$ cat src/design/positional_list_engine_unit_defines.svh
// assertion macros shared by the list engine
`ifndef POSITIONAL_LIST_ENGINE_UNIT_DEFINES_SVH
`define POSITIONAL_LIST_ENGINE_UNIT_DEFINES_SVH

// same-cycle implication, checked out of reset
`define PLE_ASSERT_NOW(lbl, ante, cons, msg) \
  lbl: assert property (@(posedge clk_i) disable iff (!rst_ni) (ante) |-> (cons)) \
    else $error(msg);

// next-cycle implication, checked out of reset
`define PLE_ASSERT_NEXT(lbl, ante, cons, msg) \
  lbl: assert property (@(posedge clk_i) disable iff (!rst_ni) (ante) |=> (cons)) \
    else $error(msg);

`endif

$ cat src/design/ple_pkg.sv
package ple_pkg;

  localparam int unsigned CmdW = 2;
  localparam int unsigned PosW = 7;
  localparam int unsigned ValW = 32;

  typedef enum logic [CmdW-1:0] {
    CMD_INSERT = 2'd0,
    CMD_DELETE = 2'd1,
    CMD_SEARCH = 2'd2
  } cmd_e;

  typedef enum logic [1:0] {
    SEL_HOLD  = 2'd0,
    SEL_LEFT  = 2'd1,
    SEL_RIGHT = 2'd2,
    SEL_NEW   = 2'd3
  } cell_sel_e;

  typedef enum logic {
    ST_IDLE   = 1'b0,
    ST_SEARCH = 1'b1
  } state_e;

  typedef struct packed {
    cell_sel_e sel;
    logic      tok_load;
    logic      tok_run;
  } cell_ctrl_t;

endpackage

$ cat src/design/ple_cell.sv
// one list slot: holds an entry, shifts with its neighbors, probes for the search key
module ple_cell #(
  parameter bit FirstCell = 1'b0
) (
  input  logic                          clk_i,
  input  logic                          rst_ni,
  input  ple_pkg::cell_ctrl_t           ctrl_i,
  input  logic [ple_pkg::ValW-1:0]      left_data_i,
  input  logic [ple_pkg::ValW-1:0]      right_data_i,
  input  logic [ple_pkg::ValW-1:0]      new_value_i,
  input  logic [ple_pkg::ValW-1:0]      key_i,
  input  logic                          probe_i,
  output logic [ple_pkg::ValW-1:0]      data_o,
  output logic                          probe_o,
  output logic                          hit_o
);

  logic [ple_pkg::ValW-1:0] data_q, data_d;
  logic                     probe_q, probe_d;

  always_comb begin
    unique case (ctrl_i.sel)
      ple_pkg::SEL_LEFT:  data_d = left_data_i;
      ple_pkg::SEL_RIGHT: data_d = right_data_i;
      ple_pkg::SEL_NEW:   data_d = new_value_i;
      default:            data_d = data_q;
    endcase
  end

  // search token walks one cell per cycle
  always_comb begin
    if (ctrl_i.tok_load) begin
      probe_d = FirstCell;
    end else if (ctrl_i.tok_run) begin
      probe_d = probe_i;
    end else begin
      probe_d = 1'b0;
    end
  end

  always_ff @(posedge clk_i) begin
    data_q <= data_d;
  end

  always_ff @(posedge clk_i or negedge rst_ni) begin
    if (!rst_ni) begin
      probe_q <= 1'b0;
    end else begin
      probe_q <= probe_d;
    end
  end

  assign data_o  = data_q;
  assign probe_o = probe_q;
  assign hit_o   = probe_q && (data_q == key_i);

endmodule

$ cat config.mk
export PLATFORM = sky130hd
export DESIGN_NAME = ple_cell
export DESIGN_NICKNAME = d
export VERILOG_FILES = /design/src/design/positional_list_engine_unit_defines.svh /design/src/design/ple_pkg.sv /design/src/design/ple_cell.sv
export SDC_FILE = /design/constraint.sdc
export NUM_CORES = 1
export LEC_CHECK = 0
export BUFFER_PORTS_ARGS = -buffer_cell sky130_fd_sc_hd__buf_2
export CAP_MARGIN = 30
export CORE_MARGIN = 3
export CORE_UTILIZATION = 39
export DETAILED_ROUTE_END_ITERATION = 6
export PLACE_DENSITY = 0.78
export SYNTH_ARGS = -nofsm -noshare
export SYNTH_HDL_FRONTEND = slang
export SYNTH_SLANG_ARGS = --single-unit
$ cat constraint.sdc
create_clock -name clk_i -period 1.6 [get_ports clk_i]
set_clock_uncertainty 0.05 [all_clocks]
set_input_delay 0.08 -clock clk_i [delete_from_list [all_inputs] [get_ports clk_i]]
set_output_delay 0.08 -clock clk_i [all_outputs]
set_load 0.05 [all_outputs]
==> summary.md <==
| Metric | Value |
|---|---|
| Clock Root Buffer | `clkbuf_8` |
| Final WS setup | `-0.295 ns` |
| Share of cells above drive strength 1 | `51.7%` |
| Final nets | `494` |
| Post-Syn Area | `2010 um^2` |
| Setup violators final | `1` |
| Leakage power | `approximately 1.6 nW` |
| Post-route DRC | `0` |
| Final hold vios | `0` |
| Data arrival time of the critical path | `1.77 ns` |
| Max Slew Vio Count | `0` |
| Post-Route Utilization | `between 60% and 70%` |
| First-pass GRT wire length | `9.05 mm` |
| Total clock sinks | `33` |
| Min Clock Period, post-route | `1.90 ns` |
| Synth async-reset ratio | `under 10%` |
| Place WS | `-0.142 ns` |
| Max-cap violations | `0` |
| CTS clk-pin slew, worst paths | `0.07 ns` |
| Post-DP HPWL | `4.69 mm` |
| Clock Path Buffers | `2` |
| CTS tree | `built` |
| CP max FO | `2` |
| IO Port Bufs | `168` |
| Fin cells | `427` |
| CTS H-tree depth | `2` |
| Final WL | `5.97 mm` |
| Worst-Margin Slew | `0.773 ns` |
| Vias per inst | `4.70` |
| Sequential share of the synthesized area | `49.0%` |
| Die Wd | `between 70 and 80 um` |
| Most common cell after layout, fill and taps aside | `buf_2` |
| Inst Count DP | `416` |
| Cell Chain, Critical Path | `xor2_1 -> nor4_1 -> buf_4 -> nand4_1 -> nor3_4 -> buf_6` |
| Largest stage delay, worst path | `0.39 ns` |
| ANT cells | `0` |
| Power Dens Cells | `887 nW/um^2` |
| Startpoint types | `register` |
| Commonest cells after routing, fill and taps aside | `167 x buf_2, 33 x nor2_1, 32 x mux2i_1, 32 x a21oi_1, 32 x edfxtp_1` |
| Hold/Removal Path Class | `in2async` |
| Unique masters post-synth | `18` |
| GRT Util Overall | `between 10% and 20%` |
| FILL cells | `415` |
| Req. time, crit path | `between 1 and 1.5 ns` |
| RSZ-0062 raised after global routing | `true` |
| Synth Flop Type | `edfxtp_1` |
| Largest net degree at the start of global routing | `65` |
| Synth Instances | `between 150 and 200` |
| Setup Crit Path Kind | `reg2out` |
| Initial cell density of the core | `41.5%` |
| Critical path's slowest cell | `edfxtp_1` |
| DRT iter0 DRCs | `65` |
| VDD IR max | `0.619 mV` |
| Syn Area/Cell | `10.8 um^2` |
| Area growth syn-to-layout | `53.8%` |
| Vias in the first global route | `between 2000 and 2500` |
| Failing checks | `negative setup slack` |
| Total grt overflow | `0` |
| Die area | `6050 um^2` |
| Initial antenna violation count | `0` |
| Outcome | `finished with violations` |
| Placer Congestion | `0.746` |
| Core area | `4850 um^2` |
| Synth Warn # | `0` |
| Achievable Freq | `528 MHz` |
| Post-synth EDFFs | `32` |
| Drt wl/cell | `14.0 um` |
| Final Power | `about 2.7 mW` |
| Die Ht | `77.8 um` |
| Num CTS Buffers | `5` |
| Yosys reg bits | `33` |
| Crit end category | `primary output` |
| Syn_nets | `322` |
| Tcrit/Tclk final | `118%` |
| Relative slew slack | `48.5%` |
| # rows | `25` |
| DR vias | `2007` |
| Ports | `169` |
| DR pass1 iterations | `4` |
| Post-route ant nets | `0` |
worst max-delay path: cells and delay by family (launching register included):
kind,cells,cell delay [ns]
buffers and inverters,2,0.34
DFF,1,0.39
xor gates and xnor gates,1,0.16
and+or+nand+nor,3,0.60
registers in the layout (all words and copies together), names as in the netlist:
name,flops
probe_o,1
data_o,32
cell usage after synthesis (2+ instances only):
| cell type | instances | share of area (%) |
|---|---|---|
| nor2_1 | 33 | 6.2 |
| nor4_1 | 7 | 2.2 |
| mux2i_1 | 32 | 16 |
| nand3_1 | 2 | 0.50 |
| a21oi_1 | 32 | 8.0 |
| buf_2 | 2 | 0.50 |
| buf_4 | 3 | 1.1 |
| xor2_1 | 31 | 14 |
| clkbuf_1 | 4 | 0.75 |
| edfxtp_1 | 32 | 48 |
| buf_1 | 2 | 0.37 |
path summary, 6_finish.rpt:
| path | from | endpoint | slack (ns) | cells after the start |
|---|---|---|---|---|
| setup / recovery | data_o[30] | hit_o | -0.30 | 6 |
| hold / removal | rst_ni | probe_o | 0.06 | 2 |
| max in group asynchronous | rst_ni | probe_o | 1.36 | 2 |
| min in group clk_i | left_data_i[7] | data_o[7] | 0.07 | 3 |
routing by layer:
layer / up-vias / track usage [%] / part of all wire (%)
li1: 1017 / - / -
met1: 893 / 20.1 / 35
met2: 89 / 35.9 / 55
met3: 8 / 5.80 / 7.7
met4: 0 / 6.58 / 1.5
met5: - / 0 / 0
what timing repair did:
action	in CTS	in global routing
pin swaps	0	1
hold buffers	3	0
setup endpoints to repair	1	1
setup buffers	0	0
resized for setup	3	2
hold endpoints to repair	2	0
power by group:
group | leakage, nW | total, mW | internal, mW | switching (mW)
sequential | 0.336 | 1.13 | 1.07 | 0.0626
combinational | 1.16 | 0.934 | 0.328 | 0.607
clock | 0.0542 | 0.676 | 0.388 | 0.287
total | 1.55 | 2.74 | 1.79 | 0.956
cell families after synthesis:
group / after synthesis / share of synthesized area, %
and+or+nand+nor: 47 / 10.4
DFF: 33 / 49.0
AOI/OAI and AO/OA: 32 / 7.96
xor gates and xnor gates: 32 / 13.9
muxes: 32 / 15.9
buffers and inverters: 11 / 2.74
cell type report:
type                    count  area, um^2  area share (%)
clock buffers               7        96.3            3.11
clock inverters             1        5.00           0.162
multi-input cells         143         995            32.2
flip-flops and latches     33         986            31.9
well taps                  67        83.8            2.71
repair buffers            176         927            30.0
stage by stage:
| stage | TNS, ns | area (um^2) | hold WS, ns |
|---|---|---|---|
| 2_1_floorplan | -0.266 | 2020 | -0.266 |
| 6_report | -0.295 | 3090 | 0.0580 |
| 3_3_place_gp | -0.153 | 2940 | -0.195 |
| 5_1_grt | -0.403 | 3090 | 0.0609 |
| 3_5_place_dp | -0.142 | 2940 | -0.193 |
| 4_1_cts | -0.345 | 3080 | 0.0416 |
Power figures use the tool's default switching activity.
